**config.mk**
```make
export PLATFORM = sky130hd
export DESIGN_NAME = positional_list_engine
export DESIGN_NICKNAME = d
export VERILOG_FILES = /design/src/rtl/ple_pkg.sv /design/src/rtl/ple_ram.sv /design/src/rtl/positional_list_engine.sv
export SDC_FILE = /design/constraint.sdc
export NUM_CORES = 1
export LEC_CHECK = 0
export BUFFER_PORTS_ARGS = -buffer_cell sky130_fd_sc_hd__buf_2
export CELL_PAD_IN_SITES_DETAIL_PLACEMENT = 1
export CELL_PAD_IN_SITES_GLOBAL_PLACEMENT = 2
export CORE_MARGIN = 3
export CORE_UTILIZATION = 35
export CTS_CLUSTER_DIAMETER = 120
export DETAILED_ROUTE_END_ITERATION = 8
export GPL_TIMING_DRIVEN = 0
export MAX_ROUTING_LAYER = met4
export PLACE_DENSITY = 0.61
export SLEW_MARGIN = 20
export SYNTH_ARGS = -nofsm -noshare
export SYNTH_HDL_FRONTEND = slang
export SYNTH_SLANG_ARGS = --single-unit
export TNS_END_PERCENT = 5
```
**constraint.sdc**
```tcl
create_clock -name clk_i -period 18.57 [get_ports clk_i]
set_clock_uncertainty 0.05 [all_clocks]
set_input_delay 0.9285 -clock clk_i [delete_from_list [all_inputs] [get_ports clk_i]]
set_output_delay 0.9285 -clock clk_i [all_outputs]
set_load 0.1 [all_outputs]
```
**src/rtl/ple_pkg.sv**
```systemverilog
`timescale 1ns / 1ps
`default_nettype none
// ----------------------------------------------------------------------------
// ple_pkg
// field widths, action codes and status codes for the positional list engine
// ----------------------------------------------------------------------------
package ple_pkg;

  // fixed field widths of the transaction ports
  localparam int unsigned ACTION_W = 3;
  localparam int unsigned POS_W    = 5;
  localparam int unsigned KEY_W    = 32;
  localparam int unsigned PAY_W    = 32;
  localparam int unsigned STATUS_W = 2;

  // action codes
  localparam logic [ACTION_W-1:0] ACT_INSERT = 3'd0;
  localparam logic [ACTION_W-1:0] ACT_REMOVE = 3'd1;
  localparam logic [ACTION_W-1:0] ACT_MODIFY = 3'd2;
  localparam logic [ACTION_W-1:0] ACT_READ   = 3'd3;
  localparam logic [ACTION_W-1:0] ACT_FIND   = 3'd4;

  // status codes
  localparam logic [STATUS_W-1:0] ST_OK       = 2'd0;
  localparam logic [STATUS_W-1:0] ST_RANGE    = 2'd1;
  localparam logic [STATUS_W-1:0] ST_FULL     = 2'd2;
  localparam logic [STATUS_W-1:0] ST_NOTFOUND = 2'd3;

endpackage
`default_nettype wire

```
**src/rtl/ple_ram.sv**
```systemverilog
`timescale 1ns / 1ps
`default_nettype none
// ----------------------------------------------------------------------------
// ple_ram
// simple dual-port entry memory, one write and one registered read per cycle
// ----------------------------------------------------------------------------
module ple_ram #(
  parameter int unsigned WORDS  = 16,
  parameter int unsigned ADDR_W = 4,
  parameter int unsigned DATA_W = 64
) (
  input  wire logic              clk_i,
  input  wire logic              we_i,
  input  wire logic [ADDR_W-1:0] waddr_i,
  input  wire logic [DATA_W-1:0] wdata_i,
  input  wire logic [ADDR_W-1:0] raddr_i,
  output logic      [DATA_W-1:0] rdata_o
);

  logic [DATA_W-1:0] mem [WORDS];

  always_ff @(posedge clk_i) begin
    if (we_i) begin
      mem[waddr_i] <= wdata_i;
    end
  end

  always_ff @(posedge clk_i) begin
    rdata_o <= mem[raddr_i];
  end

endmodule
`default_nettype wire

```
**src/rtl/positional_list_engine.sv**
```systemverilog
`timescale 1ns / 1ps
`default_nettype none
// ----------------------------------------------------------------------------
// positional_list_engine
// ordered list of key/payload entries with 1-based positions; insert, remove,
// modify, read and find-by-key, all entries held in one synchronous memory
// ----------------------------------------------------------------------------
//
// channel   direction  handshake                   payload
// --------  ---------  --------------------------  ---------------------------
// command   in         start_i high, busy_o low    action_i, position_i,
//                                                  entry_key_i, entry_payload_i
// result    out        done_o high for one cycle   status_o, found_position_o,
//                                                  out_key_o, out_payload_o,
//                                                  entry_count_o
//
// every accepted transaction gives exactly one result
// modify, append, remove of the last entry, errors and unused actions: result in the cycle after accept
// read: one memory read, taken in S_READ and then registered onto the result
// insert with shift: entries move up in S_SHIFT, then S_PLACE writes the entry;
//   remove with shift: entries move down in S_SHIFT; find scans to a hit or the
//   list end; one entry moves or is compared per cycle through the read port
// rst_ni clears the count and control; the memory holds no reset value and
//   is never read below an unwritten entry, so no clearing pass is needed
// the receiver cannot stall: results are presented once on done_o
//
module positional_list_engine
  import ple_pkg::*;
#(
  parameter int unsigned DEPTH        = 16,
  parameter int unsigned KEY_BITS     = 32,
  parameter int unsigned PAYLOAD_BITS = 32
) (
  input  wire logic                clk_i,
  input  wire logic                rst_ni,
  input  wire logic                start_i,
  output logic                     busy_o,
  input  wire logic [ACTION_W-1:0] action_i,
  input  wire logic [POS_W-1:0]    position_i,
  input  wire logic [KEY_W-1:0]    entry_key_i,
  input  wire logic [PAY_W-1:0]    entry_payload_i,
  output logic                     done_o,
  output logic [STATUS_W-1:0]      status_o,
  output logic [POS_W-1:0]         found_position_o,
  output logic [KEY_W-1:0]         out_key_o,
  output logic [PAY_W-1:0]         out_payload_o,
  output logic [POS_W-1:0]         entry_count_o
);

  localparam int unsigned AW     = (DEPTH > 1) ? $clog2(DEPTH) : 1;
  localparam int unsigned CNT_W  = $clog2(DEPTH + 1);
  localparam int unsigned CMP_W  = ((CNT_W > POS_W) ? CNT_W : POS_W) + 1;
  localparam int unsigned DATA_W = KEY_BITS + PAYLOAD_BITS;

  // sequencer states
  localparam logic [2:0] S_IDLE  = 3'd0;
  localparam logic [2:0] S_SHIFT = 3'd1;
  localparam logic [2:0] S_PLACE = 3'd2;
  localparam logic [2:0] S_FIND  = 3'd3;
  localparam logic [2:0] S_READ  = 3'd4;

  logic [2:0]              state_q, state_d;
  logic [CNT_W-1:0]        count_q, count_d;
  logic [CNT_W-1:0]        idx_q, idx_d;       // next address to read
  logic [CNT_W-1:0]        end_q, end_d;       // last address to read
  logic [CNT_W-1:0]        wr_q, wr_d;         // target of the data in flight
  logic                    issue_q, issue_d;   // a read is still to be issued
  logic                    pend_q, pend_d;     // read data arrives this cycle
  logic                    up_q, up_d;         // shift direction: insert
  logic [CNT_W-1:0]        pos_q, pos_d;       // zero-based insert slot
  logic [KEY_BITS-1:0]     key_q, key_d;
  logic [PAYLOAD_BITS-1:0] pay_q, pay_d;

  logic                    done_q, done_d;
  logic [STATUS_W-1:0]     status_q, status_d;
  logic [POS_W-1:0]        fpos_q, fpos_d;
  logic [KEY_W-1:0]        okey_q, okey_d;
  logic [PAY_W-1:0]        opay_q, opay_d;

  // memory port
  logic                    ram_we;
  logic [AW-1:0]           ram_waddr;
  logic [DATA_W-1:0]       ram_wdata;
  logic [AW-1:0]           ram_raddr;
  logic [DATA_W-1:0]       ram_rdata;
  logic [KEY_BITS-1:0]     rd_key;
  logic [PAYLOAD_BITS-1:0] rd_pay;

  // command decode
  logic                    accept;
  logic [CMP_W-1:0]        pos_ext, cnt_ext;
  logic [CNT_W-1:0]        pos_m1;
  logic                    pos_in_list, pos_ins_ok, list_full;
  logic [KEY_BITS-1:0]     in_key;
  logic [PAYLOAD_BITS-1:0] in_pay;

  assign busy_o = (state_q != S_IDLE);
  assign accept = start_i && !busy_o;

  assign pos_ext     = CMP_W'(position_i);
  assign cnt_ext     = CMP_W'(count_q);
  assign pos_m1      = CNT_W'(pos_ext - CMP_W'(1));
  assign pos_in_list = (pos_ext != '0) && (pos_ext <= cnt_ext);
  assign pos_ins_ok  = (pos_ext != '0) && (pos_ext <= cnt_ext + CMP_W'(1));
  assign list_full   = (cnt_ext == CMP_W'(DEPTH));

  assign in_key = KEY_BITS'(entry_key_i);
  assign in_pay = PAYLOAD_BITS'(entry_payload_i);

  assign rd_key = ram_rdata[DATA_W-1 -: KEY_BITS];
  assign rd_pay = ram_rdata[PAYLOAD_BITS-1:0];

  always_comb begin
    state_d  = state_q;
    count_d  = count_q;
    idx_d    = idx_q;
    end_d    = end_q;
    wr_d     = wr_q;
    issue_d  = issue_q;
    pend_d   = 1'b0;
    up_d     = up_q;
    pos_d    = pos_q;
    key_d    = key_q;
    pay_d    = pay_q;

    done_d   = 1'b0;
    status_d = status_q;
    fpos_d   = fpos_q;
    okey_d   = okey_q;
    opay_d   = opay_q;

    ram_we    = 1'b0;
    ram_waddr = idx_q[AW-1:0];
    ram_wdata = {key_q, pay_q};
    ram_raddr = idx_q[AW-1:0];

    unique case (state_q)
      S_IDLE: begin
        ram_raddr = pos_m1[AW-1:0];
        if (accept) begin
          // default result: ok, data fields zero, count unchanged
          done_d   = 1'b1;
          status_d = ST_OK;
          fpos_d   = '0;
          okey_d   = '0;
          opay_d   = '0;
          key_d    = in_key;
          pay_d    = in_pay;
          pos_d    = pos_m1;
          case (action_i)
            ACT_INSERT: begin
              if (!pos_ins_ok) begin
                status_d = ST_RANGE;
              end else if (list_full) begin
                status_d = ST_FULL;
              end else if (pos_ext == cnt_ext + CMP_W'(1)) begin
                // append: single write, no shift
                ram_we    = 1'b1;
                ram_waddr = pos_m1[AW-1:0];
                ram_wdata = {in_key, in_pay};
                count_d   = count_q + CNT_W'(1);
              end else begin
                // move entries count-1 down to pos-1 up by one slot
                done_d  = 1'b0;
                up_d    = 1'b1;
                idx_d   = count_q - CNT_W'(1);
                end_d   = pos_m1;
                issue_d = 1'b1;
                state_d = S_SHIFT;
              end
            end
            ACT_REMOVE: begin
              if (!pos_in_list) begin
                status_d = ST_RANGE;
              end else if (pos_ext == cnt_ext) begin
                // last entry: nothing to move
                count_d = count_q - CNT_W'(1);
              end else begin
                // move entries pos..count-1 down by one slot
                done_d  = 1'b0;
                up_d    = 1'b0;
                idx_d   = CNT_W'(position_i);
                end_d   = count_q - CNT_W'(1);
                issue_d = 1'b1;
                state_d = S_SHIFT;
              end
            end
            ACT_MODIFY: begin
              if (!pos_in_list) begin
                status_d = ST_RANGE;
              end else begin
                ram_we    = 1'b1;
                ram_waddr = pos_m1[AW-1:0];
                ram_wdata = {in_key, in_pay};
              end
            end
            ACT_READ: begin
              if (!pos_in_list) begin
                status_d = ST_RANGE;
              end else begin
                // read issued on ram_raddr this cycle
                done_d  = 1'b0;
                state_d = S_READ;
              end
            end
            ACT_FIND: begin
              if (count_q == '0) begin
                status_d = ST_NOTFOUND;
              end else begin
                done_d  = 1'b0;
                idx_d   = '0;
                end_d   = count_q - CNT_W'(1);
                issue_d = 1'b1;
                state_d = S_FIND;
              end
            end
            default: begin
              // unused action: no change, plain ok result
            end
          endcase
        end
      end

      S_SHIFT: begin
        // read slot idx while the slot read last cycle is written back
        if (pend_q) begin
          ram_we    = 1'b1;
          ram_waddr = wr_q[AW-1:0];
          ram_wdata = ram_rdata;
        end
        if (issue_q) begin
          pend_d  = 1'b1;
          wr_d    = up_q ? idx_q + CNT_W'(1) : idx_q - CNT_W'(1);
          idx_d   = up_q ? idx_q - CNT_W'(1) : idx_q + CNT_W'(1);
          issue_d = (idx_q != end_q);
        end else if (pend_q) begin
          // last move written this cycle
          if (up_q) begin
            state_d = S_PLACE;
          end else begin
            count_d  = count_q - CNT_W'(1);
            done_d   = 1'b1;
            state_d  = S_IDLE;
          end
        end
      end

      S_PLACE: begin
        ram_we    = 1'b1;
        ram_waddr = pos_q[AW-1:0];
        ram_wdata = {key_q, pay_q};
        count_d   = count_q + CNT_W'(1);
        done_d    = 1'b1;
        state_d   = S_IDLE;
      end

      S_FIND: begin
        if (issue_q) begin
          pend_d  = 1'b1;
          wr_d    = idx_q;
          idx_d   = idx_q + CNT_W'(1);
          issue_d = (idx_q != end_q);
        end
        if (pend_q && (rd_key == key_q)) begin
          // first match wins, any read in flight is dropped
          pend_d   = 1'b0;
          issue_d  = 1'b0;
          status_d = ST_OK;
          fpos_d   = POS_W'(wr_q + CNT_W'(1));
          done_d   = 1'b1;
          state_d  = S_IDLE;
        end else if (pend_q && !issue_q) begin
          status_d = ST_NOTFOUND;
          done_d   = 1'b1;
          state_d  = S_IDLE;
        end
      end

      S_READ: begin
        okey_d  = KEY_W'(rd_key);
        opay_d  = PAY_W'(rd_pay);
        done_d  = 1'b1;
        state_d = S_IDLE;
      end

      default: begin
        state_d = S_IDLE;
      end
    endcase
  end

  always_ff @(posedge clk_i or negedge rst_ni) begin
    if (!rst_ni) begin
      state_q <= S_IDLE;
      count_q <= '0;
      issue_q <= 1'b0;
      pend_q  <= 1'b0;
      done_q  <= 1'b0;
    end else begin
      state_q <= state_d;
      count_q <= count_d;
      issue_q <= issue_d;
      pend_q  <= pend_d;
      done_q  <= done_d;
    end
  end

  // payload and pointer registers, no reset needed
  always_ff @(posedge clk_i) begin
    idx_q    <= idx_d;
    end_q    <= end_d;
    wr_q     <= wr_d;
    up_q     <= up_d;
    pos_q    <= pos_d;
    key_q    <= key_d;
    pay_q    <= pay_d;
    status_q <= status_d;
    fpos_q   <= fpos_d;
    okey_q   <= okey_d;
    opay_q   <= opay_d;
  end

  ple_ram #(
    .WORDS  (DEPTH),
    .ADDR_W (AW),
    .DATA_W (DATA_W)
  ) u_ram (
    .clk_i   (clk_i),
    .we_i    (ram_we),
    .waddr_i (ram_waddr),
    .wdata_i (ram_wdata),
    .raddr_i (ram_raddr),
    .rdata_o (ram_rdata)
  );

  assign done_o           = done_q;
  assign status_o         = status_q;
  assign found_position_o = fpos_q;
  assign out_key_o        = okey_q;
  assign out_payload_o    = opay_q;
  assign entry_count_o    = POS_W'(count_q);

endmodule
`default_nettype wire
```
==> impl_metrics.yaml <==
setup_path:
  cpMaxStageDelayCell: "o22ai_2"
  reg2reg_slack_ns: 12.73
  critical_path_buf_inv_count: 6
  worst_ep_arrival_time_ns: 6.25
  crit_family: "compound AO/OA/AOI/OAI gates"
  critPathCaptureType: "register"
  cell_occurring_most_often_along_the_worst_timing_path: "buf_4"
  timing.critical_path.from_type: "register"
  series_of_cell_instances_along_the_critical_path: "inv_1 -> ha_1 -> inv_1 -> ha_1 -> nand3_1 -> a311o_1 -> or3_1 -> o22ai_2 -> a21oi_2 -> a2111o_1 -> nor3_2 -> buf_6 -> buf_4 -> buf_4 -> buf_4"
  category_of_the_critical_setup_timing_path: "reg -> reg"
  max_stage_delay_ns: 0.85
  critical_path_peak_fanout: 9
  cp_data_required_time_ns: 18.97
placement:
  portBuffers: 152
  dp_hpwl_um: 107000
  preCtsSetupSlack_ns: 12.53
  placedInstanceArea_sq_mm: 0.0539
  gp_routability_congestion: 0.879
floorplan:
  ports: 153
  dieHeight_um: 380
  chipWidth_um: 380
  placement_rows: 136
  core_area_sq_mm: 0.138
  die-area_sq_mm: 0.145
  initial_core_util_pct: 35.4
pwr:
  powerDensity_mw_per_mm2: 187
  worst_ir_drop_vdd_v: 0.0000932
  fin_total_pwr_mw: 10.9
  leakagePower_nw: 19.8
cells_and_area:
  drive_gt1_share_pct: 28.6
  areaGrowthSynthToFinish_pct: 19.3
  post-route-cell-area_sq_mm: 0.0585
  layout.nets: 3144
global_route:
  track_usage_pct: 21.3
  grt_max_degree: 47
  antenna_found_initial: 12
  grt_overflow_total: 0
  grt_pass1_wl_um: 214000
  first_global_vias: 28400
synthesis:
  synth_edf_count: 1179
  yosysTopAreaCell: "edfxtp_1"
  post_synth_most_frequent_cells: "edfxtp_1, mux4_2, a21oi_1"
  synth.top_cells.by_area: "edfxtp_1, mux4_2, dfxtp_1"
  synth_sequential_area_ratio_pct: 75.4
  ys_dominant_reg_cell: "edfxtp_1"
  synthesis_warning_total: 0
  syn-cell-area_sq_mm: 0.0490
  cell_with_the_most_instances_after_synthesis: "edfxtp_1"
  synth_cells: 2529
  postSynthAreaPerCell_sq_um: 19.4
  asyncSetResetFlopFracSynth_pct: 0.877
  distinct_cell_type_count_after_synthesis: 60
  count_of_state_elements_after_synthesis: 1254
  synth.top_cell.area_share_pct: 72.2
  synth_fp_nets: 2620
clock_network:
  tritoncts: "yes"
  clock_latency_ns: 0.78
  clock_sinks: 1254
  clk_pin_slew_ns: 0.06
  cts_htree_levels: 4
  clockRootBuffer: "clkbuf_16"
  cts_inserted_buffers: 138
  max-clock-path-buffers: 3
timing:
  achievable-frequency_mhz: 171
  worst-slew-pin-transition_ns: 1.17
  number_of_endpoints_with_negative_hold_slack_in_the_final_report: 0
  finalWorstSetupSlack_ns: 12.73
  slew_viol_final: 0
  timing.final.setup_violations: 0
  grt_setup_unrepaired: "false"
  max_slew_margin_pct: 21.8
  period_minus_slack_ns: 5.84
  share_of_the_clock_period_used_by_the_worst_path_pct: 31.5
  totalNegativeSetupSlack_ns: 0
routing:
  total_wirelength_of_the_detailed_routed_design_um: 150000
  drt_first_pass_iters: 5
  wire_per_inst_um: 29.8
  drc_marker_count_from_the_first_detailed_route_iteration: 2918
  vias_per_cell: 5.36
  route.detailed.drc: 0
  final_antenna_net_count: 0
  vias: 27000
run_status:
  run_status: "completed"
job:
  max_cap_violations: 0
min_path:
  hold_path_class: "in -> reg"
## registers in the layout (all words and copies together), names as in the netlist
| register | cells |
|---|---|
| done_o | 1 |
| end_q | 5 |
| entry_count_o | 5 |
| found_position_o | 5 |
| idx_q | 5 |
| issue_q | 1 |
| key_q | 32 |
| out_key_o | 32 |
| out_payload_o | 32 |
| pay_q | 32 |
| pend_q | 1 |
| pos_q | 4 |
| state_q | 3 |
| status_o | 2 |
| u_ram.mem | 1024 |
| u_ram.rdata_o | 64 |
| up_q | 1 |
| wr_q | 5 |
## report_power, final
group / total (mW) / switching [mW] / leakage (nW) / internal (mW)
Combinational: 3.97 / 2.64 / 6.16 / 1.33
Clock: 2.76 / 1.13 / 2.21 / 1.63
Sequential: 4.20 / 0.225 / 11.4 / 3.97
Total: 10.9 / 3.99 / 19.8 / 6.93
## timing repair
item	4_1_cts	5_1_grt
hold buffers	1	0
endpoints found under the hold margin	11	0
resized for setup	0	0
buffers inserted	0	0
endpoints found under the setup margin	0	0
## cells by family (layout without fill, tap and decap cells)
logic type / Yosys count / in the layout / synth area share [%]
compound gates: 319 / 319 / 4.44
buf+inv: 164 / 799 / 1.31
xor+xnor: 59 / 59 / 1.05
flops: 1254 / 1254 / 75.4
mux: 329 / 329 / 13.2
other cells: 0 / 9 / 0
fa+ha+maj: 16 / 16 / 0.408
simple gates: 388 / 388 / 4.15
## routing by layer
metal	global-route usage, %	vias to the layer above	part of all wire, %
met5	-	-	0
met4	5.27	0	2.0
met3	4.31	184	6.7
met1	29.5	14500	44
li1	-	11400	-
met2	32.4	974	47
## path summary, 6_finish.rpt
check / startpoint / end / cells past startpoint
setup / recovery: entry_count_o[0] / u_ram.mem[9][7] / 15
hold / removal: entry_payload_i[27] / pay_q[27] / 1
setup reg to reg: entry_count_o[0] / u_ram.mem[9][7] / 15
hold reg to reg: u_ram.rdata_o[24] / out_payload_o[24] / 1
max in group asynchronous: rst_ni / entry_count_o[3] / 2
min in group asynchronous: rst_ni / done_o / 2
## worst register-to-register path, cell delays in order, from the launching register on
cell	delay [ns]
dfrtp_1	0.62
inv_1	0.19
ha_1	0.48
inv_1	0.08
ha_1	0.29
nand3_1	0.10
a311o_1	0.36
or3_1	0.43
o22ai_2	0.85
a21oi_2	0.29
a2111o_1	0.46
nor3_2	0.41
buf_6	0.23
buf_4	0.22
buf_4	0.22
buf_4	0.22
## layout by cell type, fill, tap and decap left out, types with 12 or more instances in the layout
cell	synthesis	final
clkinv_2	0	17
a21oi_1	116	116
o21ai_0	15	14
a221o_1	21	21
edfxtp_1	1179	1179
clkbuf_16	0	145
nor3_1	22	12
nand3_1	37	37
and2_1	66	66
mux2i_1	73	73
mux4_2	256	256
xnor2_1	17	17
buf_2	23	258
buf_1	28	23
xor2_1	42	42
buf_4	0	128
dfxtp_1	64	64
a22oi_1	44	44
nand2b_1	24	24
inv_1	18	17
nand2_1	103	103
a211oi_1	68	68
clkinv_1	2	23
clkbuf_1	93	123
ha_1	16	16
buf_6	0	19
nor2b_1	69	69
nor2_1	29	29
## cell type report
type	count	area (sq um)
antenna	9	22.5
buffer	144	579
clock buffer	189	3900
clock inverter	62	641
fill	13300	79900
inverter	20	80.1
multi-input combinational	1111	11500
sequential	1254	37000
tap	1863	2330
timing repair buffer	384	2410
## per-stage QoR
stage | std cells | utilization (%) | hold WS (ns)
floorplan | 2529 | - | 0.450
global placement | 4544 | 37.7 | 0.482
detailed placement | 4774 | 38.9 | 0.472
CTS | 5026 | 42.2 | 0.240
global route | 5032 | 42.3 | 0.264
finish | 5036 | 42.3 | 0.305
Note: power is estimated with default switching activity, not from simulation.
